### src/rtl/core/pse_pkg.sv
// Package for the polynomial store and evaluator: sizes, codes, control word
// layout and the microcode table. Used by every module in rtl/core.
`timescale 1ns / 1ps

package pse_pkg;

  localparam int MAX_TERMS = 128;
  localparam int FRAC_BITS = 16;
  localparam int IDX_W     = $clog2(MAX_TERMS);

  typedef logic        [IDX_W-1:0] idx_t;
  typedef logic signed [IDX_W:0]   deg_t;
  typedef logic signed [7:0]       deg_out_t;
  typedef logic signed [31:0]      word_t;
  typedef logic signed [63:0]      wide_t;

  // Transaction kinds.
  localparam logic [2:0] KIND_CLEAR = 3'd0;
  localparam logic [2:0] KIND_LOAD  = 3'd1;
  localparam logic [2:0] KIND_ADD   = 3'd2;
  localparam logic [2:0] KIND_SUB   = 3'd3;
  localparam logic [2:0] KIND_EVAL  = 3'd4;

  // Microcode addresses.
  typedef logic [3:0] upc_t;
  localparam upc_t U_IDLE      = 4'd0;
  localparam upc_t U_CLEAR     = 4'd1;
  localparam upc_t U_LOAD      = 4'd2;
  localparam upc_t U_RMW_RD    = 4'd3;
  localparam upc_t U_RMW_WR    = 4'd4;
  localparam upc_t U_SCAN_INIT = 4'd5;
  localparam upc_t U_SCAN_RD   = 4'd6;
  localparam upc_t U_SCAN_CHK  = 4'd7;
  localparam upc_t U_FIN       = 4'd8;
  localparam upc_t U_EVAL_INIT = 4'd9;
  localparam upc_t U_EVAL_MUL  = 4'd10;
  localparam upc_t U_EVAL_ADD  = 4'd11;

  typedef enum logic [3:0] {
    OP_NOP,
    OP_CLEAR,
    OP_LOAD,
    OP_RMW_RD,
    OP_RMW_WR,
    OP_SCAN_INIT,
    OP_SCAN_RD,
    OP_SCAN_CHK,
    OP_EVAL_INIT,
    OP_EVAL_MUL,
    OP_EVAL_ADD,
    OP_FINISH
  } op_t;

  typedef enum logic [3:0] {
    C_NEXT,
    C_GOTO,
    C_DISPATCH,
    C_IF_TOP_NEG,
    C_IF_DEG_NEG,
    C_IF_NOT_LAST,
    C_SCAN_LOOP,
    C_EVAL_LOOP,
    C_WAIT_OUT
  } cond_t;

  typedef struct packed {
    op_t   op;
    cond_t cond;
    upc_t  target;
  } ctrl_t;

  // Datapath flags seen by the sequencer.
  typedef struct packed {
    logic hit;
    logic ptr_zero;
    logic last;
    logic top_neg;
    logic deg_neg;
    logic out_free;
  } stat_t;

  // Coefficient store request.
  typedef struct packed {
    logic  clr;
    logic  we;
    idx_t  waddr;
    word_t wdata;
    idx_t  raddr;
  } mem_req_t;

  function automatic ctrl_t ucode(upc_t addr);
    ctrl_t w;
    unique case (addr)
      U_IDLE:      w = '{op: OP_NOP,       cond: C_DISPATCH,    target: U_IDLE};
      U_CLEAR:     w = '{op: OP_CLEAR,     cond: C_GOTO,        target: U_FIN};
      U_LOAD:      w = '{op: OP_LOAD,      cond: C_GOTO,        target: U_FIN};
      U_RMW_RD:    w = '{op: OP_RMW_RD,    cond: C_NEXT,        target: U_IDLE};
      U_RMW_WR:    w = '{op: OP_RMW_WR,    cond: C_IF_NOT_LAST, target: U_FIN};
      U_SCAN_INIT: w = '{op: OP_SCAN_INIT, cond: C_IF_TOP_NEG,  target: U_FIN};
      U_SCAN_RD:   w = '{op: OP_SCAN_RD,   cond: C_NEXT,        target: U_IDLE};
      U_SCAN_CHK:  w = '{op: OP_SCAN_CHK,  cond: C_SCAN_LOOP,   target: U_SCAN_RD};
      U_FIN:       w = '{op: OP_FINISH,    cond: C_WAIT_OUT,    target: U_IDLE};
      U_EVAL_INIT: w = '{op: OP_EVAL_INIT, cond: C_IF_DEG_NEG,  target: U_FIN};
      U_EVAL_MUL:  w = '{op: OP_EVAL_MUL,  cond: C_NEXT,        target: U_IDLE};
      U_EVAL_ADD:  w = '{op: OP_EVAL_ADD,  cond: C_EVAL_LOOP,   target: U_EVAL_MUL};
      default:     w = '{op: OP_NOP,       cond: C_GOTO,        target: U_IDLE};
    endcase
    return w;
  endfunction

endpackage

### src/rtl/core/pse_coef_store.sv
// Coefficient memory with one write and one registered read port.
// A valid bit per entry makes unwritten or cleared entries read as zero. Uses pse_pkg.
`timescale 1ns / 1ps

module pse_coef_store (
  input  logic              clk,
  input  logic              rst_n,
  input  pse_pkg::mem_req_t req,
  output pse_pkg::word_t    rdata
);

  pse_pkg::word_t                   mem [pse_pkg::MAX_TERMS];
  logic [pse_pkg::MAX_TERMS-1:0]    vld_r;
  logic [pse_pkg::MAX_TERMS-1:0]    vld_nxt;
  pse_pkg::word_t                   rdata_r;
  logic                             rvld_r;

  always_comb begin
    vld_nxt = vld_r;
    if (req.clr) begin
      vld_nxt = '0;
    end else if (req.we) begin
      vld_nxt[req.waddr] = 1'b1;
    end
  end

  always_ff @(posedge clk) begin
    if (!rst_n) begin
      vld_r <= '0;
    end else begin
      vld_r <= vld_nxt;
    end
  end

  always_ff @(posedge clk) begin
    if (req.we) begin
      mem[req.waddr] <= req.wdata;
    end
    rdata_r <= mem[req.raddr];
    rvld_r  <= vld_r[req.raddr];
  end

  assign rdata = rvld_r ? rdata_r : '0;

endmodule

### config.mk
export PLATFORM = sky130hd
export DESIGN_NAME = pse_coef_store
export DESIGN_NICKNAME = d
export VERILOG_FILES = /design/src/rtl/core/pse_pkg.sv /design/src/rtl/core/pse_coef_store.sv
export SDC_FILE = /design/constraint.sdc
export NUM_CORES = 2
export LEC_CHECK = 0
export BUFFER_PORTS_ARGS = -buffer_cell sky130_fd_sc_hd__buf_4
export CORE_MARGIN = 2
export CORE_UTILIZATION = 57
export DETAILED_ROUTE_END_ITERATION = 7
export GPL_TIMING_DRIVEN = 0
export PLACE_DENSITY_LB_ADDON = 0.1
export SYNTH_ARGS = -nofsm -noshare
export SYNTH_HDL_FRONTEND = slang
export SYNTH_SLANG_ARGS = --single-unit
### constraint.sdc
create_clock -name clk -period 10 [get_ports clk]
set_input_delay 2 -clock clk [delete_from_list [all_inputs] [get_ports clk]]
set_output_delay 2 -clock clk [all_outputs]
set_load 0.01 [all_outputs]
==> summary.md <==
| Metric | Value |
|---|---|
| Status | `complete, but fails checks` |
| Failing checks | `capacitance limit, slew limit` |
| Max-cap viol count | `2` |
| Final Hold Viols | `0` |
| Initial Util | `around 57%` |
| Net Count, Synth | `approximately 6,400` |
| Tcrit/Tclk final | `~55%` |
| Post-CTS Hold Fix Bufs | `0` |
| Largest net degree at the start of global routing | `approximately 130` |
| Vias | `about 74,000` |
| Share of cells above drive strength 1 | `33.8%` |
| Die area | `287,000 sq um` |
| Post-synth top area cell | `edfxtp_1` |
| Die Span Y | `~540 um` |
| FF-to-FF path depth | `4` |
| Synth area leaders | `edfxtp_1 76%, mux4_2 19%, dfxtp_1 2.0%` |
| Max-slew violation count | `22` |
| Cell Rows | `roughly 200` |
| First-pass GRT wire length | `between 500,000 and 600,000 um` |
| DR pass1 iterations | `6` |
| Clk buf depth | `4` |
| Global Route Usage Sum | `slightly below 30%` |
| Clk root buf | `clkbuf_16` |
| Clock slew seen by the registers of the worst setup and hold paths | `0.06 ns` |
| Clk Latency, worst-skew pair | `0.97 ns` |
| Clock skew | `approximately 0.035 ns` |
| Post-route design area | `~180,000 sq um` |
| Worst hold path class | `register to register` |
| Core Area | `282,000 sq um` |
| Synthesized flop and latch total | `about 4,300` |
| Ys async rst share | `0%` |
| Top FF cell, synth | `edfxtp_1` |
| DRC viols | `0` |
| Synth cell count leaders | `4,096 x edfxtp_1, 1,386 x mux4_2, 209 x clkbuf_1` |
| Total gr overflow | `0` |
| Slew headroom | `-5.52%` |
| Synthesized area per cell | `roughly 25 sq um` |
| Finish-stage setup viols | `0` |
| Synth warnings | `0` |
| Nets | `7,047` |
| Sequential Power Share | `a little over half` |
| Crit path DAT | `6.30 ns` |
| Slew @ Worst Pin | `between 1.5 and 2 ns` |
| WP data required | `about 11 ns` |
| Power density cells | `roughly 200 nW/um^2` |
| Number of synthesized flops with an enable pin | `between 4,000 and 5,000` |
| GPL Wtd Cong | `~1.0` |
| Port bufs | `69` |
| Setup tns final | `0 ns` |
| Critical path class | `primary input to register` |
| Dpl hpwl | `~280,000 um` |
| H-tree levels | `5` |
| Cell with the most instances after synthesis | `edfxtp_1` |
| Yosys top cell area share | `76.4%` |
| Cts repair resizes | `0` |
| Postcts setup bufs | `0` |
| Highest net fanout along the worst path | `11` |
| Int Power | `between 20,000 and 30,000 uW` |
| Syn Std Cell Area | `between 150,000 and 200,000 sq um` |
| Crit end category | `register` |
| Vias in the first global route | `between 70,000 and 80,000` |
| Peak supply drop | `about 190 uV` |
| # IOs | `slightly above 80` |
| Synth unique cells | `22` |
| Placed cell area | `around 170,000 sq um` |
| Leak Pwr | `between 0.05 and 0.06 uW` |
| Sw frac | `a little over a fifth` |
| CTS tree | `done` |
| Clk sink count | `roughly 4,300` |
| Post-Route WL | `approximately 420,000 um` |
| Post-Syn Instances | `roughly 6,300` |
| DR vias/cell | `approximately 6.6` |
| Comb power frac | `under 10%` |
| F_max | `about 180 MHz` |
| Hold Path Stages | `1` |
| Layout area overhead | `14.4%` |
| Register area share after synthesis | `roughly 78%` |
| Antenna violations before repair | `65` |
| Routed wire per std cell | `between 30 and 40 um` |
| Num CTS Buffers | `415` |
| Die width | `~540 um` |
| Iter 0 DRT Violations | `~10,000` |
| Setup crit start kind | `primary input` |
| RSZ-0062 raised after global routing | `false` |
| Clk pwr share | `between 40% and 50%` |
| Final ANT Viol Nets | `0` |
| Post-route minimum period | `roughly 5.5 ns` |
| Sw Pwr | `a little under 8000 uW` |
## final timing paths
path               from          end  slack (ns)
max reg2reg  mem[5][14]  rdata_r[14]        7.23
min reg2reg   vld_r[83]    vld_r[83]        0.47
min           vld_r[83]    vld_r[83]        0.47
max              req[0]  rdata_r[20]        4.51
## routing by layer
layer  global-route usage, %  part of all wire, %  vias up
met2                    45.8                   48     3832
met1                    40.8                   38    40300
met5                   0.750                0.089        -
met4                    10.8                  3.7       13
li1                        -                    -    29200
met3                    8.11                   11      640
## state kept, by name (all words and copies together), names as in the netlist
name	count
mem	4096
rdata_r	32
rvld_r	1
vld_r	128
## cell families after synthesis
kind of cell | count (synthesis) | share of synthesized area, %
mux | 1419 | 19.6
compound gates | 128 | 0.596
simple gates | 201 | 0.565
buf+inv | 344 | 0.879
flops | 4257 | 78.4
## critical path, stage by stage
cell and delay (ns):
clkbuf_1 0.20, buf_2 0.84, clkbuf_1 0.89, mux4_2 0.67, mux4_2 0.54, mux4_2 0.67
mux2_2 0.40
## per-stage QoR
stage / setup slack (ns) / total power, uW / instances / hold slack (ns) / utilization, %
after floorplan: 4.94 / 21000 / 6349 / 0.435 / -
after global placement: 2.46 / 21900 / 10200 / 0.440 / 59.0
after detailed placement: 3.45 / 22000 / 10300 / 0.448 / 60.4
after CTS: 4.42 / 36800 / 11100 / 0.466 / 65.1
after global routing: 4.37 / 37600 / 11200 / 0.479 / 65.4
final: 4.51 / 36700 / 11200 / 0.466 / 65.4
## layout make-up
cell class,count,area [sq um]
fillers,17800,97400
repair buffers,231,4340
clock buffers,547,11300
plain buffers,343,1450
flip-flops and latches,4257,126000
clock inverters,212,1740
diodes,89,223
multi-input cells,1748,34400
well taps,3743,4680
inverters,1,3.75
## cell usage in the layout (no fill, tap or decap), types with 6 or more instances in the layout
cell        instances
clkinv_1           85
diode_2            89
mux4_2           1386
dfxtp_1           161
nor2_4            128
or2_2               6
buf_6              23
and2_1             32
clkbuf_2           27
clkbuf_1          293
o21a_1            128
buf_4              47
buf_12             94
clkbuf_8            8
mux2_2             33
buf_2              98
bufinv_16          28
buf_1              33
buf_16             67
nand3_1             8
clkbuf_16         430
clkinv_2           81
nand2_1             9
edfxtp_1         4096
clkinvlp_4         10
## power by group through the flow
stage	registers [uW]	logic [uW]	clock network (uW)
finish	19600	1990	15100
global route	19600	2050	15900
CTS	19700	1930	15200
detailed placement	20000	1920	0
global placement	20000	1850	0
floorplan	20000	945	0
Note: power is estimated with default switching activity, not from simulation.
