File: config.mk
export PLATFORM = sky130hd
export DESIGN_NAME = pse_datapath
export DESIGN_NICKNAME = d
export VERILOG_FILES = /design/src/rtl/core/pse_pkg.sv /design/src/rtl/core/pse_datapath.sv
export SDC_FILE = /design/constraint.sdc
export NUM_CORES = 2
export LEC_CHECK = 0
export ABC_AREA = 0
export BUFFER_PORTS_ARGS = -buffer_cell sky130_fd_sc_hd__buf_2
export CORE_ASPECT_RATIO = 0.8
export CORE_UTILIZATION = 60
export CTS_BUF_LIST = sky130_fd_sc_hd__clkbuf_8
export DETAILED_ROUTE_END_ITERATION = 6
export GPL_TIMING_DRIVEN = 0
export PLACE_DENSITY = 0.78
export SLEW_MARGIN = 20
export SYNTH_ARGS = -nofsm -noshare
export SYNTH_HDL_FRONTEND = slang
export SYNTH_SLANG_ARGS = --single-unit
File: constraint.sdc
create_clock -name clk -period 14.06 [get_ports clk]
set_input_delay 2.109 -clock clk [delete_from_list [all_inputs] [get_ports clk]]
set_output_delay 2.109 -clock clk [all_outputs]
set_load 0.005 [all_outputs]
File: src/rtl/core/pse_pkg.sv
// Package for the polynomial store and evaluator: sizes, codes, control word
// layout and the microcode table. Used by every module in rtl/core.
`timescale 1ns / 1ps

package pse_pkg;

  localparam int MAX_TERMS = 128;
  localparam int FRAC_BITS = 16;
  localparam int IDX_W     = $clog2(MAX_TERMS);

  typedef logic        [IDX_W-1:0] idx_t;
  typedef logic signed [IDX_W:0]   deg_t;
  typedef logic signed [7:0]       deg_out_t;
  typedef logic signed [31:0]      word_t;
  typedef logic signed [63:0]      wide_t;

  // Transaction kinds.
  localparam logic [2:0] KIND_CLEAR = 3'd0;
  localparam logic [2:0] KIND_LOAD  = 3'd1;
  localparam logic [2:0] KIND_ADD   = 3'd2;
  localparam logic [2:0] KIND_SUB   = 3'd3;
  localparam logic [2:0] KIND_EVAL  = 3'd4;

  // Microcode addresses.
  typedef logic [3:0] upc_t;
  localparam upc_t U_IDLE      = 4'd0;
  localparam upc_t U_CLEAR     = 4'd1;
  localparam upc_t U_LOAD      = 4'd2;
  localparam upc_t U_RMW_RD    = 4'd3;
  localparam upc_t U_RMW_WR    = 4'd4;
  localparam upc_t U_SCAN_INIT = 4'd5;
  localparam upc_t U_SCAN_RD   = 4'd6;
  localparam upc_t U_SCAN_CHK  = 4'd7;
  localparam upc_t U_FIN       = 4'd8;
  localparam upc_t U_EVAL_INIT = 4'd9;
  localparam upc_t U_EVAL_MUL  = 4'd10;
  localparam upc_t U_EVAL_ADD  = 4'd11;

  typedef enum logic [3:0] {
    OP_NOP,
    OP_CLEAR,
    OP_LOAD,
    OP_RMW_RD,
    OP_RMW_WR,
    OP_SCAN_INIT,
    OP_SCAN_RD,
    OP_SCAN_CHK,
    OP_EVAL_INIT,
    OP_EVAL_MUL,
    OP_EVAL_ADD,
    OP_FINISH
  } op_t;

  typedef enum logic [3:0] {
    C_NEXT,
    C_GOTO,
    C_DISPATCH,
    C_IF_TOP_NEG,
    C_IF_DEG_NEG,
    C_IF_NOT_LAST,
    C_SCAN_LOOP,
    C_EVAL_LOOP,
    C_WAIT_OUT
  } cond_t;

  typedef struct packed {
    op_t   op;
    cond_t cond;
    upc_t  target;
  } ctrl_t;

  // Datapath flags seen by the sequencer.
  typedef struct packed {
    logic hit;
    logic ptr_zero;
    logic last;
    logic top_neg;
    logic deg_neg;
    logic out_free;
  } stat_t;

  // Coefficient store request.
  typedef struct packed {
    logic  clr;
    logic  we;
    idx_t  waddr;
    word_t wdata;
    idx_t  raddr;
  } mem_req_t;

  function automatic ctrl_t ucode(upc_t addr);
    ctrl_t w;
    unique case (addr)
      U_IDLE:      w = '{op: OP_NOP,       cond: C_DISPATCH,    target: U_IDLE};
      U_CLEAR:     w = '{op: OP_CLEAR,     cond: C_GOTO,        target: U_FIN};
      U_LOAD:      w = '{op: OP_LOAD,      cond: C_GOTO,        target: U_FIN};
      U_RMW_RD:    w = '{op: OP_RMW_RD,    cond: C_NEXT,        target: U_IDLE};
      U_RMW_WR:    w = '{op: OP_RMW_WR,    cond: C_IF_NOT_LAST, target: U_FIN};
      U_SCAN_INIT: w = '{op: OP_SCAN_INIT, cond: C_IF_TOP_NEG,  target: U_FIN};
      U_SCAN_RD:   w = '{op: OP_SCAN_RD,   cond: C_NEXT,        target: U_IDLE};
      U_SCAN_CHK:  w = '{op: OP_SCAN_CHK,  cond: C_SCAN_LOOP,   target: U_SCAN_RD};
      U_FIN:       w = '{op: OP_FINISH,    cond: C_WAIT_OUT,    target: U_IDLE};
      U_EVAL_INIT: w = '{op: OP_EVAL_INIT, cond: C_IF_DEG_NEG,  target: U_FIN};
      U_EVAL_MUL:  w = '{op: OP_EVAL_MUL,  cond: C_NEXT,        target: U_IDLE};
      U_EVAL_ADD:  w = '{op: OP_EVAL_ADD,  cond: C_EVAL_LOOP,   target: U_EVAL_MUL};
      default:     w = '{op: OP_NOP,       cond: C_GOTO,        target: U_IDLE};
    endcase
    return w;
  endfunction

endpackage

File: src/rtl/core/pse_datapath.sv
// Datapath: transaction registers, degree tracking, Horner multiply-add with
// saturation, and the output register. Driven by pse_sequencer; uses pse_pkg.
`timescale 1ns / 1ps

module pse_datapath (
  input  logic                 clk,
  input  logic                 rst_n,
  input  pse_pkg::ctrl_t       ctrl,
  input  logic                 in_fire,
  input  logic [2:0]           in_kind,
  input  logic [6:0]           in_term_index,
  input  logic signed [31:0]   in_coef_value,
  input  logic signed [31:0]   in_point,
  input  logic                 in_run_last,
  input  pse_pkg::word_t       mem_q,
  output pse_pkg::mem_req_t    mem_req,
  output pse_pkg::stat_t       stat,
  output logic                 out_valid,
  input  logic                 out_stall,
  output logic signed [31:0]   out_poly_value,
  output logic signed [7:0]    out_cur_degree,
  output logic                 out_saturated
);

  localparam pse_pkg::wide_t SAT_MAX = 64'sh0000_0000_7FFF_FFFF;
  localparam pse_pkg::wide_t SAT_MIN = -64'sh0000_0000_8000_0000;

  // Transaction fields.
  logic [2:0]        kind_r;
  logic [6:0]        idx_r;
  pse_pkg::word_t    cv_r;
  pse_pkg::word_t    x_r;
  logic              last_r;

  // Working state.
  pse_pkg::word_t    acc_r,  acc_nxt;
  logic              clip_r, clip_nxt;
  pse_pkg::wide_t    prod_r, prod_nxt;
  pse_pkg::idx_t     ptr_r,  ptr_nxt;
  pse_pkg::deg_t     deg_r,  deg_nxt;
  pse_pkg::deg_t     rtop_r, rtop_nxt;

  // Output register.
  logic              ovld_r, ovld_nxt;
  pse_pkg::word_t    oval_r;
  pse_pkg::deg_out_t odeg_r;
  logic              osat_r;

  logic              inrange;
  pse_pkg::idx_t     widx;
  pse_pkg::deg_t     idx_s;
  pse_pkg::deg_t     top;
  logic signed [32:0] upd;
  pse_pkg::word_t    upd_sat;
  pse_pkg::wide_t    horner;
  logic              out_free;
  logic              out_load;

  assign inrange  = (32'(idx_r) < 32'(pse_pkg::MAX_TERMS));
  assign widx     = pse_pkg::idx_t'(idx_r);
  assign idx_s    = pse_pkg::deg_t'(idx_r);
  assign top      = (deg_r > rtop_r) ? deg_r : rtop_r;
  assign out_free = !ovld_r || !out_stall;
  assign out_load = (ctrl.op == pse_pkg::OP_FINISH) && out_free;

  assign upd = (kind_r == pse_pkg::KIND_SUB) ? (33'(mem_q) - 33'(cv_r))
                                             : (33'(mem_q) + 33'(cv_r));
  always_comb begin
    if (upd[32] != upd[31]) begin
      upd_sat = upd[32] ? 32'sh8000_0000 : 32'sh7FFF_FFFF;
    end else begin
      upd_sat = upd[31:0];
    end
  end

  // The arithmetic shift rounds toward minus infinity.
  assign horner = (prod_r >>> pse_pkg::FRAC_BITS) + 64'(mem_q);

  always_comb begin
    stat.hit      = (mem_q != '0);
    stat.ptr_zero = (ptr_r == '0);
    stat.last     = last_r;
    stat.top_neg  = top[pse_pkg::IDX_W];
    stat.deg_neg  = deg_r[pse_pkg::IDX_W];
    stat.out_free = out_free;
  end

  always_comb begin
    mem_req.clr   = 1'b0;
    mem_req.we    = 1'b0;
    mem_req.waddr = widx;
    mem_req.wdata = cv_r;
    mem_req.raddr = ptr_r;
    acc_nxt       = acc_r;
    clip_nxt      = clip_r;
    prod_nxt      = prod_r;
    ptr_nxt       = ptr_r;
    deg_nxt       = deg_r;
    rtop_nxt      = rtop_r;

    unique case (ctrl.op)
      pse_pkg::OP_NOP: begin
        if (in_fire) begin
          acc_nxt  = '0;
          clip_nxt = 1'b0;
        end
      end
      pse_pkg::OP_CLEAR: begin
        mem_req.clr = 1'b1;
        deg_nxt     = '1;
        rtop_nxt    = '1;
      end
      pse_pkg::OP_LOAD: begin
        if (inrange) begin
          mem_req.we = 1'b1;
          if (idx_s > deg_r) begin
            deg_nxt = idx_s;
          end
        end
      end
      pse_pkg::OP_RMW_RD: begin
        mem_req.raddr = widx;
      end
      pse_pkg::OP_RMW_WR: begin
        mem_req.wdata = upd_sat;
        if (inrange) begin
          mem_req.we = 1'b1;
          if (idx_s > rtop_r) begin
            rtop_nxt = idx_s;
          end
        end
      end
      pse_pkg::OP_SCAN_INIT: begin
        ptr_nxt  = pse_pkg::idx_t'(top);
        rtop_nxt = '1;
      end
      pse_pkg::OP_SCAN_RD: begin
        mem_req.raddr = ptr_r;
      end
      pse_pkg::OP_SCAN_CHK: begin
        priority if (mem_q != '0) begin
          deg_nxt = pse_pkg::deg_t'(ptr_r);
        end else if (ptr_r == '0) begin
          deg_nxt = '1;
        end else begin
          ptr_nxt = ptr_r - 1'b1;
        end
      end
      pse_pkg::OP_EVAL_INIT: begin
        ptr_nxt = pse_pkg::idx_t'(deg_r);
      end
      pse_pkg::OP_EVAL_MUL: begin
        mem_req.raddr = ptr_r;
        prod_nxt      = 64'(acc_r) * 64'(x_r);
      end
      pse_pkg::OP_EVAL_ADD: begin
        priority if (horner > SAT_MAX) begin
          acc_nxt  = 32'sh7FFF_FFFF;
          clip_nxt = 1'b1;
        end else if (horner < SAT_MIN) begin
          acc_nxt  = 32'sh8000_0000;
          clip_nxt = 1'b1;
        end else begin
          acc_nxt = horner[31:0];
        end
        if (ptr_r != '0) begin
          ptr_nxt = ptr_r - 1'b1;
        end
      end
      pse_pkg::OP_FINISH: begin
      end
      default: begin
      end
    endcase
  end

  always_comb begin
    ovld_nxt = ovld_r;
    if (out_load) begin
      ovld_nxt = 1'b1;
    end else if (!out_stall) begin
      ovld_nxt = 1'b0;
    end
  end

  always_ff @(posedge clk) begin
    if (!rst_n) begin
      deg_r  <= '1;
      rtop_r <= '1;
      ovld_r <= 1'b0;
    end else begin
      deg_r  <= deg_nxt;
      rtop_r <= rtop_nxt;
      ovld_r <= ovld_nxt;
    end
  end

  always_ff @(posedge clk) begin
    if (in_fire) begin
      kind_r <= in_kind;
      idx_r  <= in_term_index;
      cv_r   <= in_coef_value;
      x_r    <= in_point;
      last_r <= in_run_last;
    end
    acc_r  <= acc_nxt;
    clip_r <= clip_nxt;
    prod_r <= prod_nxt;
    ptr_r  <= ptr_nxt;
    if (out_load) begin
      oval_r <= acc_r;
      odeg_r <= pse_pkg::deg_out_t'(deg_r);
      osat_r <= clip_r;
    end
  end

  assign out_valid      = ovld_r;
  assign out_poly_value = oval_r;
  assign out_cur_degree = odeg_r;
  assign out_saturated  = osat_r;

endmodule

==> key figures <==
Place
  • Post-detailed-placement half-perimeter wirelength: 140000 um
  • Final GP Congestion: approximately 1.1
  • Port Buffers: 206

Logic synthesis
  • Seq/Total Area, Yosys: 0.130
  • Yosys top cell by area: fa_1
  • Synth warnings: 0
  • Cell variety after synth: 85
  • Synth Flop Type: edfxtp_1
  • Asr flop ratio synth: 0
  • Post-Synth Simple-Gate Area: 0.160
  • Synthesized instance count: 5228
  • Yosys top cell area share: 0.435
  • Post-Synth Adder-Cell Area: 0.507
  • Largest family of logic cells by synthesized area: adder cells
  • Compound-Gate Fraction of Synth Area: 0.0744
  • Post-synth EDFFs: 204
  • Syn avg cell area: 9.54 um^2
  • Largest cells by area after synthesis: fa_1 (43%), edfxtp_1 (12%), inv_1 (7.9%)
  • Syn nets: 6719
  • Flops & latches, synth: around 220
  • Synth Cell Area: 49900 um^2
  • Xor/xnor share of the synthesized area: 0.0274
  • Mux contribution to synthesized area: 0.00276

Clock tree
  • PostCTS Resize Cnt: 0
  • Clock slew at reported path FFs: roughly 0.060 ns
  • Root Buffer: clkbuf_8
  • CTS tree: done
  • Postcts setup bufs: 0
  • Sink Count: roughly 220
  • Cts hold-fix bufs: 0
  • H-tree lvl count: 2
  • Clock Latency Late Sink: a little under 0.7 ns
  • Num CTS Buffers: 41
  • Clock Tree Buf Depth: 3

Global routing
  • First-pass GRT wire length: approximately 250000 um
  • Vias in the first global route: 40000
  • GRT Total Usage: 0.398
  • Largest net degree at the start of global routing: 46
  • Initial antenna violation count: 13
  • GRT Residual Overflow: 0

Routing
  • Post-route ant nets: 0
  • DR iter-0 viols: between 4000 and 5000
  • Vias after detailed routing: 39500
  • Drt total wl: approximately 160000 um
  • DRC viols: 1
  • Drt via density: 5.96
  • Drt pass-1 iters: 7
  • DR WL/cell: approximately 25 um

Timing
  • Max Clock Skew: roughly 0.047 ns
  • Rel. slew slack: 0.258
  • Max Freq: 0.101 GHz
  • Worst slew pin tran: 1.10 ns
  • Final min period: 9.94 ns
  • RSZ-0062 raised after global routing: false
  • Count of final setup violators: 0
  • Final Hold Viols: 0
  • Final Cycle Share: 0.707
  • Final Max Slew Viols: 0
  • Final TNS setup: 0 ns

Setup path
  • Nature of the critical path startpoint: flop
  • Slowest cell on the critical path: edfxtp_1
  • Top cell by count, worst path: fa_1
  • Flop2flop setup slack: 4.12 ns
  • CP required: 14.44 ns
  • Worst setup EP type: flop
  • CP peak stage delay: 0.75 ns
  • Crit path kind: reg2reg
  • Crit-path max FO: 10
  • Buffers & Inverters on Critical Path: 6
  • Top delay family on crit path: adder cells
  • Worst EP arrival: 10.32 ns

Floorplan
  • Core Footprint: roughly 80000 um^2
  • Initial Util: 0.607
  • Die Wd: 324 um
  • Chip height: 260 um
  • IO Pins: 219
  • Row count: 94
  • Die area: 84300 um^2

Run status
  • Outcome: finished with violations
  • Failing checks: DRC

Layout
  • Commonest non-fill, non-tap cell in the layout: fa_1
  • Most frequent cells in the layout: fa_1 (1082), inv_1 (1056), nand2_1 (631)
  • Share of cells above drive strength 1: 0.0586
  • Nets: ~7000
  • Synthesis-to-layout area growth: 6.96%

Job
  • Max-cap violation count: 0

Min path
  • Min-Delay Path Class: reg2reg
[final timing paths]
check	start	endpoint	cells after the start
max	x_r[16]$_DFFE_PP_	prod_r[63]$_DFFE_PN_	27
min	clip_r$_DFFE_PP_	out_saturated$_DFFE_PP_	0
max reg2reg	x_r[16]$_DFFE_PP_	prod_r[63]$_DFFE_PN_	27
min reg2reg	clip_r$_DFFE_PP_	out_saturated$_DFFE_PP_	0
[metrics by stage]
| step | setup WS (ns) | std cells | utilization | hold slack, ns | instance area (um^2) |
|---|---|---|---|---|---|
| finish | 4.12 | 6624 | 0.649 | 0.429 | 53300 |
| detailed placement | 4.43 | 6545 | 0.638 | 0.418 | 52400 |
| global placement | 4.46 | 6538 | 0.636 | 0.408 | 52300 |
| floorplan | 6.34 | 5228 | - | 0.400 | 49900 |
| global route | 3.98 | 6619 | 0.649 | 0.440 | 53300 |
| CTS | 4.36 | 6618 | 0.648 | 0.432 | 53300 |
[worst reg2reg max path, cell delays in order (launching register included)]
cell	delay [ns]
edfxtp_1	0.75
clkbuf_1	0.70
and2_1	0.26
fa_1	0.44
fa_1	0.51
inv_1	0.05
fa_1	0.62
fa_1	0.49
fa_1	0.55
inv_1	0.06
fa_1	0.48
fa_1	0.50
inv_1	0.05
fa_1	0.48
inv_1	0.05
ha_1	0.38
a21o_1	0.25
a211oi_1	0.36
o21ai_1	0.16
a221o_1	0.34
a21oi_1	0.16
o31ai_1	0.24
o21a_1	0.27
clkbuf_1	0.21
a211oi_1	0.67
o21ai_1	0.27
a21oi_1	0.24
xnor2_1	0.14
[layer usage]
metal / track usage / vias to the layer above / wire [um]
met5: 0 / - / 218
met4: 0.149 / 6 / 7260
met3: 0.155 / 486 / 24700
met2: 0.570 / 2609 / 68200
met1: 0.547 / 19700 / 63200
li1: - / 16600 / -
[area by class of cell]
type	instances	area [um^2]
multi-input cells	3703	38500
fillers	6814	28900
flip-flops and latches	221	6470
inverters	1050	3940
well taps	1104	1380
repair buffers	213	1140
plain buffers	254	982
clock buffers	41	564
clock inverters	32	317
diodes	6	15.0
[state kept, by name, indices dropped and copies added (netlist names), 7 cells and up]
register,cells
acc_r,32
cv_r,32
deg_r,8
idx_r,7
out_cur_degree,8
out_poly_value,32
prod_r,48
ptr_r,7
rtop_r,8
x_r,32
[cells in the mapped netlist (all sizes together) (17+ instances only)]
cell type,number
a21o,65
nor2,147
clkbuf,242
and3,18
nor3,40
fa,1083
nand4,29
nand2b,35
nor2b,22
a211oi,22
and2,514
xor2,59
o21ai,136
xnor2,97
ha,285
nand2,631
nor4,26
inv,1050
o21a,31
o211ai,24
o21bai,19
a21oi,154
dfxtp,17
edfxtp,204
nand3,56
[cell families after synthesis]
logic type | Yosys count
AND/OR/NAND/NOR | 1589
flip-flops | 221
XOR/XNOR | 156
AO/OA/AOI/OAI | 573
adder cells (fa/ha/maj) | 1372
multiplexers | 13
buffers and inverters | 1304
Power is not shown: default switching activity piles up to over one toggle a cycle in this logic, so the estimate is an artifact.
