==> src/rtl/core/pse_pkg.sv <==
// Package for the polynomial store and evaluator: sizes, codes, control word
// layout and the microcode table. Used by every module in rtl/core.
`timescale 1ns / 1ps

package pse_pkg;

  localparam int MAX_TERMS = 128;
  localparam int FRAC_BITS = 16;
  localparam int IDX_W     = $clog2(MAX_TERMS);

  typedef logic        [IDX_W-1:0] idx_t;
  typedef logic signed [IDX_W:0]   deg_t;
  typedef logic signed [7:0]       deg_out_t;
  typedef logic signed [31:0]      word_t;
  typedef logic signed [63:0]      wide_t;

  // Transaction kinds.
  localparam logic [2:0] KIND_CLEAR = 3'd0;
  localparam logic [2:0] KIND_LOAD  = 3'd1;
  localparam logic [2:0] KIND_ADD   = 3'd2;
  localparam logic [2:0] KIND_SUB   = 3'd3;
  localparam logic [2:0] KIND_EVAL  = 3'd4;

  // Microcode addresses.
  typedef logic [3:0] upc_t;
  localparam upc_t U_IDLE      = 4'd0;
  localparam upc_t U_CLEAR     = 4'd1;
  localparam upc_t U_LOAD      = 4'd2;
  localparam upc_t U_RMW_RD    = 4'd3;
  localparam upc_t U_RMW_WR    = 4'd4;
  localparam upc_t U_SCAN_INIT = 4'd5;
  localparam upc_t U_SCAN_RD   = 4'd6;
  localparam upc_t U_SCAN_CHK  = 4'd7;
  localparam upc_t U_FIN       = 4'd8;
  localparam upc_t U_EVAL_INIT = 4'd9;
  localparam upc_t U_EVAL_MUL  = 4'd10;
  localparam upc_t U_EVAL_ADD  = 4'd11;

  typedef enum logic [3:0] {
    OP_NOP,
    OP_CLEAR,
    OP_LOAD,
    OP_RMW_RD,
    OP_RMW_WR,
    OP_SCAN_INIT,
    OP_SCAN_RD,
    OP_SCAN_CHK,
    OP_EVAL_INIT,
    OP_EVAL_MUL,
    OP_EVAL_ADD,
    OP_FINISH
  } op_t;

  typedef enum logic [3:0] {
    C_NEXT,
    C_GOTO,
    C_DISPATCH,
    C_IF_TOP_NEG,
    C_IF_DEG_NEG,
    C_IF_NOT_LAST,
    C_SCAN_LOOP,
    C_EVAL_LOOP,
    C_WAIT_OUT
  } cond_t;

  typedef struct packed {
    op_t   op;
    cond_t cond;
    upc_t  target;
  } ctrl_t;

  // Datapath flags seen by the sequencer.
  typedef struct packed {
    logic hit;
    logic ptr_zero;
    logic last;
    logic top_neg;
    logic deg_neg;
    logic out_free;
  } stat_t;

  // Coefficient store request.
  typedef struct packed {
    logic  clr;
    logic  we;
    idx_t  waddr;
    word_t wdata;
    idx_t  raddr;
  } mem_req_t;

  function automatic ctrl_t ucode(upc_t addr);
    ctrl_t w;
    unique case (addr)
      U_IDLE:      w = '{op: OP_NOP,       cond: C_DISPATCH,    target: U_IDLE};
      U_CLEAR:     w = '{op: OP_CLEAR,     cond: C_GOTO,        target: U_FIN};
      U_LOAD:      w = '{op: OP_LOAD,      cond: C_GOTO,        target: U_FIN};
      U_RMW_RD:    w = '{op: OP_RMW_RD,    cond: C_NEXT,        target: U_IDLE};
      U_RMW_WR:    w = '{op: OP_RMW_WR,    cond: C_IF_NOT_LAST, target: U_FIN};
      U_SCAN_INIT: w = '{op: OP_SCAN_INIT, cond: C_IF_TOP_NEG,  target: U_FIN};
      U_SCAN_RD:   w = '{op: OP_SCAN_RD,   cond: C_NEXT,        target: U_IDLE};
      U_SCAN_CHK:  w = '{op: OP_SCAN_CHK,  cond: C_SCAN_LOOP,   target: U_SCAN_RD};
      U_FIN:       w = '{op: OP_FINISH,    cond: C_WAIT_OUT,    target: U_IDLE};
      U_EVAL_INIT: w = '{op: OP_EVAL_INIT, cond: C_IF_DEG_NEG,  target: U_FIN};
      U_EVAL_MUL:  w = '{op: OP_EVAL_MUL,  cond: C_NEXT,        target: U_IDLE};
      U_EVAL_ADD:  w = '{op: OP_EVAL_ADD,  cond: C_EVAL_LOOP,   target: U_EVAL_MUL};
      default:     w = '{op: OP_NOP,       cond: C_GOTO,        target: U_IDLE};
    endcase
    return w;
  endfunction

endpackage

==> src/rtl/core/pse_sequencer.sv <==
// Microcode sequencer: step counter, control word lookup and jump logic.
// Depends on pse_pkg for the microcode table and the flag struct.
`timescale 1ns / 1ps

module pse_sequencer (
  input  logic            clk,
  input  logic            rst_n,
  input  logic            in_valid,
  input  logic [2:0]      in_kind,
  input  pse_pkg::stat_t  stat,
  output pse_pkg::ctrl_t  ctrl,
  output logic            in_stall
);

  pse_pkg::upc_t upc_r;
  pse_pkg::upc_t upc_nxt;
  pse_pkg::upc_t upc_inc;

  assign upc_inc = upc_r + 1'b1;

  always_comb begin
    ctrl     = pse_pkg::ucode(upc_r);
    in_stall = (upc_r != pse_pkg::U_IDLE);
  end

  always_comb begin
    upc_nxt = upc_r;
    unique case (ctrl.cond)
      pse_pkg::C_NEXT: upc_nxt = upc_inc;
      pse_pkg::C_GOTO: upc_nxt = ctrl.target;
      pse_pkg::C_DISPATCH: begin
        if (in_valid) begin
          unique case (in_kind)
            pse_pkg::KIND_CLEAR: upc_nxt = pse_pkg::U_CLEAR;
            pse_pkg::KIND_LOAD:  upc_nxt = pse_pkg::U_LOAD;
            pse_pkg::KIND_ADD,
            pse_pkg::KIND_SUB:   upc_nxt = pse_pkg::U_RMW_RD;
            pse_pkg::KIND_EVAL:  upc_nxt = pse_pkg::U_EVAL_INIT;
            default:             upc_nxt = pse_pkg::U_FIN;
          endcase
        end
      end
      pse_pkg::C_IF_TOP_NEG:  upc_nxt = stat.top_neg ? ctrl.target : upc_inc;
      pse_pkg::C_IF_DEG_NEG:  upc_nxt = stat.deg_neg ? ctrl.target : upc_inc;
      pse_pkg::C_IF_NOT_LAST: upc_nxt = !stat.last ? ctrl.target : upc_inc;
      pse_pkg::C_SCAN_LOOP: begin
        upc_nxt = (!stat.hit && !stat.ptr_zero) ? ctrl.target : pse_pkg::U_FIN;
      end
      pse_pkg::C_EVAL_LOOP: upc_nxt = !stat.ptr_zero ? ctrl.target : pse_pkg::U_FIN;
      pse_pkg::C_WAIT_OUT:  upc_nxt = stat.out_free ? ctrl.target : upc_r;
      default:              upc_nxt = pse_pkg::U_IDLE;
    endcase
  end

  always_ff @(posedge clk) begin
    if (!rst_n) begin
      upc_r <= pse_pkg::U_IDLE;
    end else begin
      upc_r <= upc_nxt;
    end
  end

endmodule

==> config.mk <==
export PLATFORM = sky130hd
export DESIGN_NAME = pse_sequencer
export DESIGN_NICKNAME = d
export VERILOG_FILES = /design/src/rtl/core/pse_pkg.sv /design/src/rtl/core/pse_sequencer.sv
export SDC_FILE = /design/constraint.sdc
export NUM_CORES = 1
export LEC_CHECK = 0
export BUFFER_PORTS_ARGS = -buffer_cell sky130_fd_sc_hd__buf_2
export CORE_MARGIN = 1
export CORE_UTILIZATION = 45
export DETAILED_ROUTE_END_ITERATION = 10
export PLACE_DENSITY = 0.71
export SYNTH_ARGS = -nofsm -noshare
export SYNTH_HDL_FRONTEND = slang
export SYNTH_SLANG_ARGS = --single-unit
export TNS_END_PERCENT = 50
==> constraint.sdc <==
create_clock -name clk -period 2.3 [get_ports clk]
set_clock_uncertainty 0.15 [all_clocks]
set_input_delay 0.115 -clock clk [delete_from_list [all_inputs] [get_ports clk]]
set_output_delay 0.115 -clock clk [all_outputs]
set_load 0.02 [all_outputs]
==> run_results.csv, run 1 <==
group,metric,value,unit
layout,nFillCells,150,
run,drv_cap,0,
drt,vias,1239,
synthesis,synth.area.mux_share,0,%
sta,min_period,2.423,ns
clock_tree,ctsRootBufferMaster,"clkbuf_4",
grt,grt_max_degree,11,
worst_setup_path,startpoint_type,"flip-flop",
sta,rsz0062_at_grt,"true",
worst_setup_path,reg2reg_to,"ctrl[4]",
worst_setup_path,arrival,2.46,ns
drt,highest_layer,"met4",
synthesis,synth_area_per_cell,8.175,um^2
synthesis,synthArstFlopShare,0,%
layout,layout-drive-gt1-share,55.26,%
power_and_ir_drop,irDropWorstVdd,1.077,mV
drt,route.detailed.drc,0,
layout,final_area,1742,um^2
worst_setup_path,startpoint,"ctrl[4]",
grt,antenna_found_initial,0,
synthesis,synth-edff-count,0,
floorplanning,rows,17,
synthesis,synth-compound-area-share,26.01,%
synthesis,syn_area,1087,um^2
drt,route.layer.met1.wl,1.553,mm
floorplanning,start_util,48.22,%
min_path,worstHoldPathType,"input port to flip-flop",
sta,fin_crit_sh,105.3,%
worst_setup_path,critical_path_class,"flip-flop to flip-flop",
synthesis,synthSimpleGateAreaFrac,30.15,%
worst_setup_path,r2r_start,"ctrl[4]",
synthesis,yosysSeqAreaShare,27.62,%
floorplanning,top_level_ports,25,
drt,viasPerCell,5.683,
sta,worst_slack,-0.1227,ns
placed_design,pre_cts_ws,-0.1947,ns
drt,met2_length,1.924,mm
clock_tree,clk_latency,0.28,ns
drt,drt-pass1-iter-count,4,
layout,final_common_cell,"buf_4",
placed_design,io_buffers,23,
synthesis,synth_xor_xnor_area_share,2.417,%
layout,design.final.nets,207,
sta,final_hold_viol_count,0,
grt,grt-ovfl-total,0,
synthesis,syn_inst,133,
clock_tree,cts_tree,"yes",
clock_tree,htree_levels,1,
floorplanning,die_h,51.16,um
worst_setup_path,critPathCapture,"ctrl[4]",
drt,wl_per_cell,16.80,um
clock_tree,clock_path_buffers,2,
placed_design,gp_congestion,0.9392,
layout,mostFrequentLayoutCells,"buf_4 (33), buf_2 (23), dfxtp_1 (12), nor2_1 (8), nand2_1 (8)",
grt,track_usage,29.61,%
drt,drt_iter0_markers,19,
drt,dr_wl_met3,119,um
worst_setup_path,rrSetupSlack,-0.12,ns
worst_setup_path,worstSetupEndpointType,"flip-flop",
floorplanning,die-area,2617,um^2
grt,grt_pass1_vias,1236,
power_and_ir_drop,p_per_area,1537,nW/um^2
clock_tree,clock_sinks,15,
floorplanning,core-area,2255,um^2
synthesis,synth_nets,149,
grt,grt_pass1_wl,5.754,mm
worst_setup_path,cp.required,2.34,ns
clock_tree,cts_made_buffers,3,
run_status,failed_checks,"negative setup slack",
synthesis,ys_warn_count,0,
synthesis,synth_cell_types,47,
worst_setup_path,r2r_cells,9,
worst_setup_path,path_max_fanout,10,
layout,area_growth,60.18,%
run_status,status,"complete, but fails checks",
drt,ant_nets,0,
placed_design,place_area,1440,um^2
clock_tree,clk_pin_slew,0.09,ns
layout,n_antenna_cell,0,
synthesis,synth_adder_area_share,4.603,%
placed_design,hpwl,2.238,mm
synthesis,synth_top_flop_cell,"dfxtp_1",
synthesis,synth_top_family_by_area,"simple AND/OR/NAND/NOR gates",
sta,max_clock_freq,0.4128,GHz
drt,wl,3.663,mm
sta,setup_violations,10,
power_and_ir_drop,p_leak,0.0007940,uW
sta,slew_violations,0,
floorplanning,die-width,51.16,um
synthesis,synth-seq-cells,15,
-- synthesized netlist by cell type, drive strengths merged (2+ instances only) --
cell	count	area, um^2
and2	4	25.02
inv	11	41.29
a221oi	2	17.52
o211ai	2	20.02
nand2	11	41.29
a211oi	5	42.54
nor4b	2	23.77
a21oi	6	30.03
nor2b	6	37.54
buf	7	51.30
xnor2	3	26.28
a211o	4	35.03
nand3	3	15.01
nor3	2	10.01
nor3b	7	52.55
dfxtp	15	300.3
ha	4	50.05
nor2	9	33.78
nor4	2	12.51
a21o	3	22.52
a41oi	2	17.52
o21ai	4	23.77
-- logic make-up after synthesis --
group / Yosys count
simple gates: 55
fa+ha+maj: 4
compound gates: 36
xor+xnor: 3
flops: 15
other cells: 1
buf+inv: 19
-- power breakdown --
part	switching, uW	internal, uW
logic	1060	1030
clock network	80.4	67.2
registers	84.0	354
-- metal layers --
layer	GRT usage [%]	up-vias
met2	51.97	35
li1	-	598
met4	16.20	0
met5	0	-
met1	35.38	598
met3	2.083	8
-- what timing repair did --
item | CTS | global route
hold buffers | 0 | 0
gates resized for setup | 23 | 16
gates cloned | 1 | 0
setup endpoints to repair | 9 | 13
pin swaps | 12 | 5
setup buffers | 9 | 2
-- how the worst min path moves through the flow --
stage,from,endpoint,slack [ns],cells after the start
2_1_floorplan,ctrl[10],ctrl[10],0.30,0
3_3_place_gp,rst_n,ctrl[9],0.31,2
3_5_place_dp,rst_n,ctrl[9],0.31,2
4_1_cts,rst_n,ctrl[9],0.02,2
5_1_grt,rst_n,ctrl[9],0.03,2
6_report,rst_n,ctrl[9],0.04,2
-- flip-flops by register name (all words and copies together) (netlist names) --
signal and count:
ctrl 11, upc_r 4
-- per-stage QoR --
step                      TNS, ns  instances  power [uW]  util [%]  hold slack [ns]
after CTS                 -0.3429        216        2423     73.20          0.01622
final                     -0.6497        218        2677     77.25          0.04235
after global routing       -1.463        218        2827     77.25          0.03331
after floorplan           -0.2105        133        1397         -           0.3038
after detailed placement  -0.5415        202        1953     63.87           0.3087
after global placement    -0.3685        202        1919     63.87           0.3060
-- layout make-up --
| cell class | count | area, um^2 | area share (%) |
|---|---|---|---|
| multi-input combinational | 100 | 910.9 | 52.30 |
| timing repair buffer | 60 | 416.7 | 23.92 |
| sequential | 15 | 311.5 | 17.89 |
| inverter | 11 | 41.29 | 2.371 |
| tap | 28 | 35.03 | 2.011 |
| clock buffer | 4 | 26.28 | 1.509 |
-- worst max-delay path: stages, from the launching register on --
cell and delay [ns]:
dfxtp_4 0.38, buf_4 0.15, and4bb_1 0.21, o21ai_4 0.23, buf_4 0.16, o21bai_1 0.06
a21o_1 0.19, or2_4 0.30, and2b_1 0.21, a221oi_2 0.28
Note: power is estimated with default switching activity, not from simulation.
==> run 2, diff against run 1 <==
--- a/config.mk
+++ b/config.mk
@@ -5,11 +5,12 @@
 export SDC_FILE = /design/constraint.sdc
 export NUM_CORES = 1
 export LEC_CHECK = 0
+export ABC_AREA = 1
 export BUFFER_PORTS_ARGS = -buffer_cell sky130_fd_sc_hd__buf_2
 export CORE_MARGIN = 1
 export CORE_UTILIZATION = 45
 export DETAILED_ROUTE_END_ITERATION = 10
-export PLACE_DENSITY = 0.71
+export PLACE_DENSITY = 0.7
 export SYNTH_ARGS = -nofsm -noshare
 export SYNTH_HDL_FRONTEND = slang
 export SYNTH_SLANG_ARGS = --single-unit
==> run 2 against run 1 <==
  * The flow now finishes without violations
  * Largest power group unchanged
  * Sequential share of layout area rose by 2.8 points
  * Non-clock buffer count fell by 29
  * Critical path depth is 4 higher
  * Area after synthesis rose by 12%
  * Critical endpoint unchanged
  * Critical path type unchanged
  * Maximum frequency increased by 12%
==> run_results.csv, run 2 <==
group,metric,value,unit
synthesis,synth-seq-cells,15,
grt,track_usage,20.54,%
worst_setup_path,r2r_start,"ctrl[6]",
power_and_ir_drop,irDropWorstVdd,0.8340,mV
drt,route.detailed.drc,0,
clock_tree,htree_levels,1,
min_path,worstHoldPathType,"input port to flip-flop",
run_status,status,"finished clean",
drt,vias,1226,
worst_setup_path,slowest_stage,"dfxtp_1",
sta,slew_violations,0,
floorplanning,rows,18,
sta,final_hold_viol_count,0,
floorplanning,start_util,48.26,%
clock_tree,clock_path_buffers,2,
sta,max_clock_freq,0.4621,GHz
synthesis,yosysMostFrequentCell,"nand2_1",
drt,wl,2.759,mm
synthesis,synth-edff-count,0,
synthesis,synth_area_per_cell,6.149,um^2
worst_setup_path,path_max_fanout,6,
worst_setup_path,reg2reg_to,"ctrl[4]",
synthesis,synth_cell_types,25,
floorplanning,top_level_ports,25,
layout,layout-drive-gt1-share,28.88,%
layout,area_growth,21.07,%
grt,grt_pass1_vias,1047,
clock_tree,ctsRootBufferMaster,"clkbuf_4",
worst_setup_path,crit_chain,"nor2_4 > nand3_2 > o21ai_4 > inv_4 > nand3_1 > nand2_2 > nor2_4 > inv_1 > ha_1 > inv_2 > nand2_2 > nand3_2 > nand2_1",
clock_tree,clk_pin_slew,0.09,ns
clock_tree,ctsHoldBuffers,0,
synthesis,yosys-top-cells-count,"nand2_1 (70), inv_1 (31), nor2_1 (20)",
drt,ant_nets,0,
worst_setup_path,cp.required,2.32,ns
worst_setup_path,slowest_delay,0.39,ns
synthesis,synth_nets,214,
synthesis,synthTopCellsByArea,"dfxtp_1 (25%), nand2_1 (22%), inv_1 (9.6%), nand3_1 (7.4%), nor2_1 (6.2%)",
floorplanning,die_h,54.02,um
grt,grt-ovfl-total,0,
placed_design,pre_cts_ws,0.03101,ns
worst_setup_path,arrival,2.19,ns
power_and_ir_drop,p_per_area,1456,nW/um^2
sta,setup_violations,0,
clock_tree,cts_tree,"yes",
synthesis,synth_top_flop_cell,"dfxtp_1",
synthesis,syn_area,1217,um^2
grt,grt_max_degree,9,
layout,largest_reg_flops,11,
min_path,holdPathStages,3,
clock_tree,clock_sinks,15,
grt,grt_pass1_wl,4.298,mm
floorplanning,die-area,2918,um^2
run,drv_cap,0,
synthesis,yosysSeqAreaShare,24.67,%
synthesis,yosys.area.top_type,"dfxtp_1",
worst_setup_path,r2r_cells,13,
worst_setup_path,critical_path_class,"flip-flop to flip-flop",
synthesis,ys_warn_count,0,
worst_setup_path,critical_path_buf_inv_count,3,
drt,drt_iter0_markers,25,
grt,antenna_found_initial,0,
floorplanning,core-area,2522,um^2
clock_tree,cts_made_buffers,3,
layout,final_common_cell,"nand2_1",
power_and_ir_drop,p_leak,0.0008538,uW
drt,wl_per_cell,10.53,um
min_path,min-delay-start,"rst_n",
placed_design,hpwl,2.323,mm
power_and_ir_drop,total_power,2146,uW
placed_design,io_buffers,23,
layout,mostFrequentLayoutCells,"nand2_1 (68), inv_1 (29), buf_2 (23), nor2_1 (19), nand3_1 (18)",
drt,viasPerCell,4.679,
worst_setup_path,critPathTopFamily,"simple AND/OR/NAND/NOR gates",
placed_design,gp_congestion,0.8756,
sta,min_period,2.164,ns
min_path,hold_end,"upc_r[0]",
worst_setup_path,startpoint_type,"flip-flop",
worst_setup_path,rrSetupSlack,0.14,ns
clock_tree,clk_latency,0.28,ns
synthesis,synth_top_cell_area_share,24.67,%
synthesis,synthArstFlopShare,0,%
sta,worst_slack,0.1361,ns
layout,design.final.nets,249,
floorplanning,die-width,54.02,um
synthesis,syn_inst,198,
worst_setup_path,worstSetupEndpointType,"flip-flop",
drt,drt-pass1-iter-count,4,
sta,fin_crit_sh,94.08,%
layout,n_antenna_cell,0,
-- run 2: final cells by class --
type / count / area (um^2)
clock buffer: 4 / 26.28
inverter: 36 / 145.1
timing repair buffer: 31 / 175.2
multi-input combinational: 146 / 784.5
tap: 30 / 37.54
sequential: 15 / 305.3
fill: 269 / 1049
-- run 2: metal layers --
layer	GRT usage (%)	routed length, um	vias to the layer above
met5	0	0	-
met4	6.838	23	0
met3	1.977	80	4
met2	37.24	1330	18
met1	24.96	1325	534
li1	-	-	670
-- run 2: timing repair --
| item | CTS | global route |
|---|---|---|
| resized for setup | 0 | 11 |
| setup buffers | 0 | 2 |
| endpoints found under the setup margin | 0 | 7 |
-- run 2: cells by family after synthesis --
family                   Yosys count  share of synthesized area, %
other                              1                        0.3080
AND/OR/NAND/NOR                  129                         52.52
flip-flops                        15                         24.67
AO/OA/AOI/OAI                     12                         5.857
buffers and inverters             37                         12.54
adder cells (fa/ha/maj)            4                         4.111
-- run 2: how the worst max path moves through the flow --
stage	startpoint	end	depth (start not counted)
6_report	ctrl[6]	ctrl[4]	13
5_1_grt	upc_r[1]	ctrl[4]	16
4_1_cts	upc_r[0]	ctrl[4]	16
3_5_place_dp	upc_r[1]	ctrl[4]	16
3_3_place_gp	upc_r[1]	ctrl[4]	16
2_1_floorplan	ctrl[7]	ctrl[3]	14
-- run 2: metrics by stage --
step | TNS [ns] | cell area [um^2] | hold WS [ns] | cells | utilization, %
floorplan | 0 | 1217 | 0.1250 | 198 | -
CTS | 0 | 1434 | 0.05949 | 260 | 56.85
global placement | 0 | 1408 | 0.3598 | 256 | 55.80
detailed placement | 0 | 1408 | 0.3583 | 256 | 55.80
global route | -0.0005829 | 1474 | 0.06569 | 262 | 58.43
finish | 0 | 1474 | 0.05267 | 262 | 58.43
-- run 2: worst reg2reg max path, delay by kind of cell (launching register included) --
| kind | cells | cell delay [ns] |
|---|---|---|
| fa+ha+maj | 1 | 0.27 |
| simple gates | 8 | 0.79 |
| buf+inv | 3 | 0.21 |
| compound gates | 1 | 0.26 |
| flops | 1 | 0.39 |
-- run 2: power breakdown --
group	internal (uW)	total (uW)	switching, uW
combinational	560	1540	981
sequential	374	458	84.2
clock	67.2	147	79.4
total	1000	2150	1140
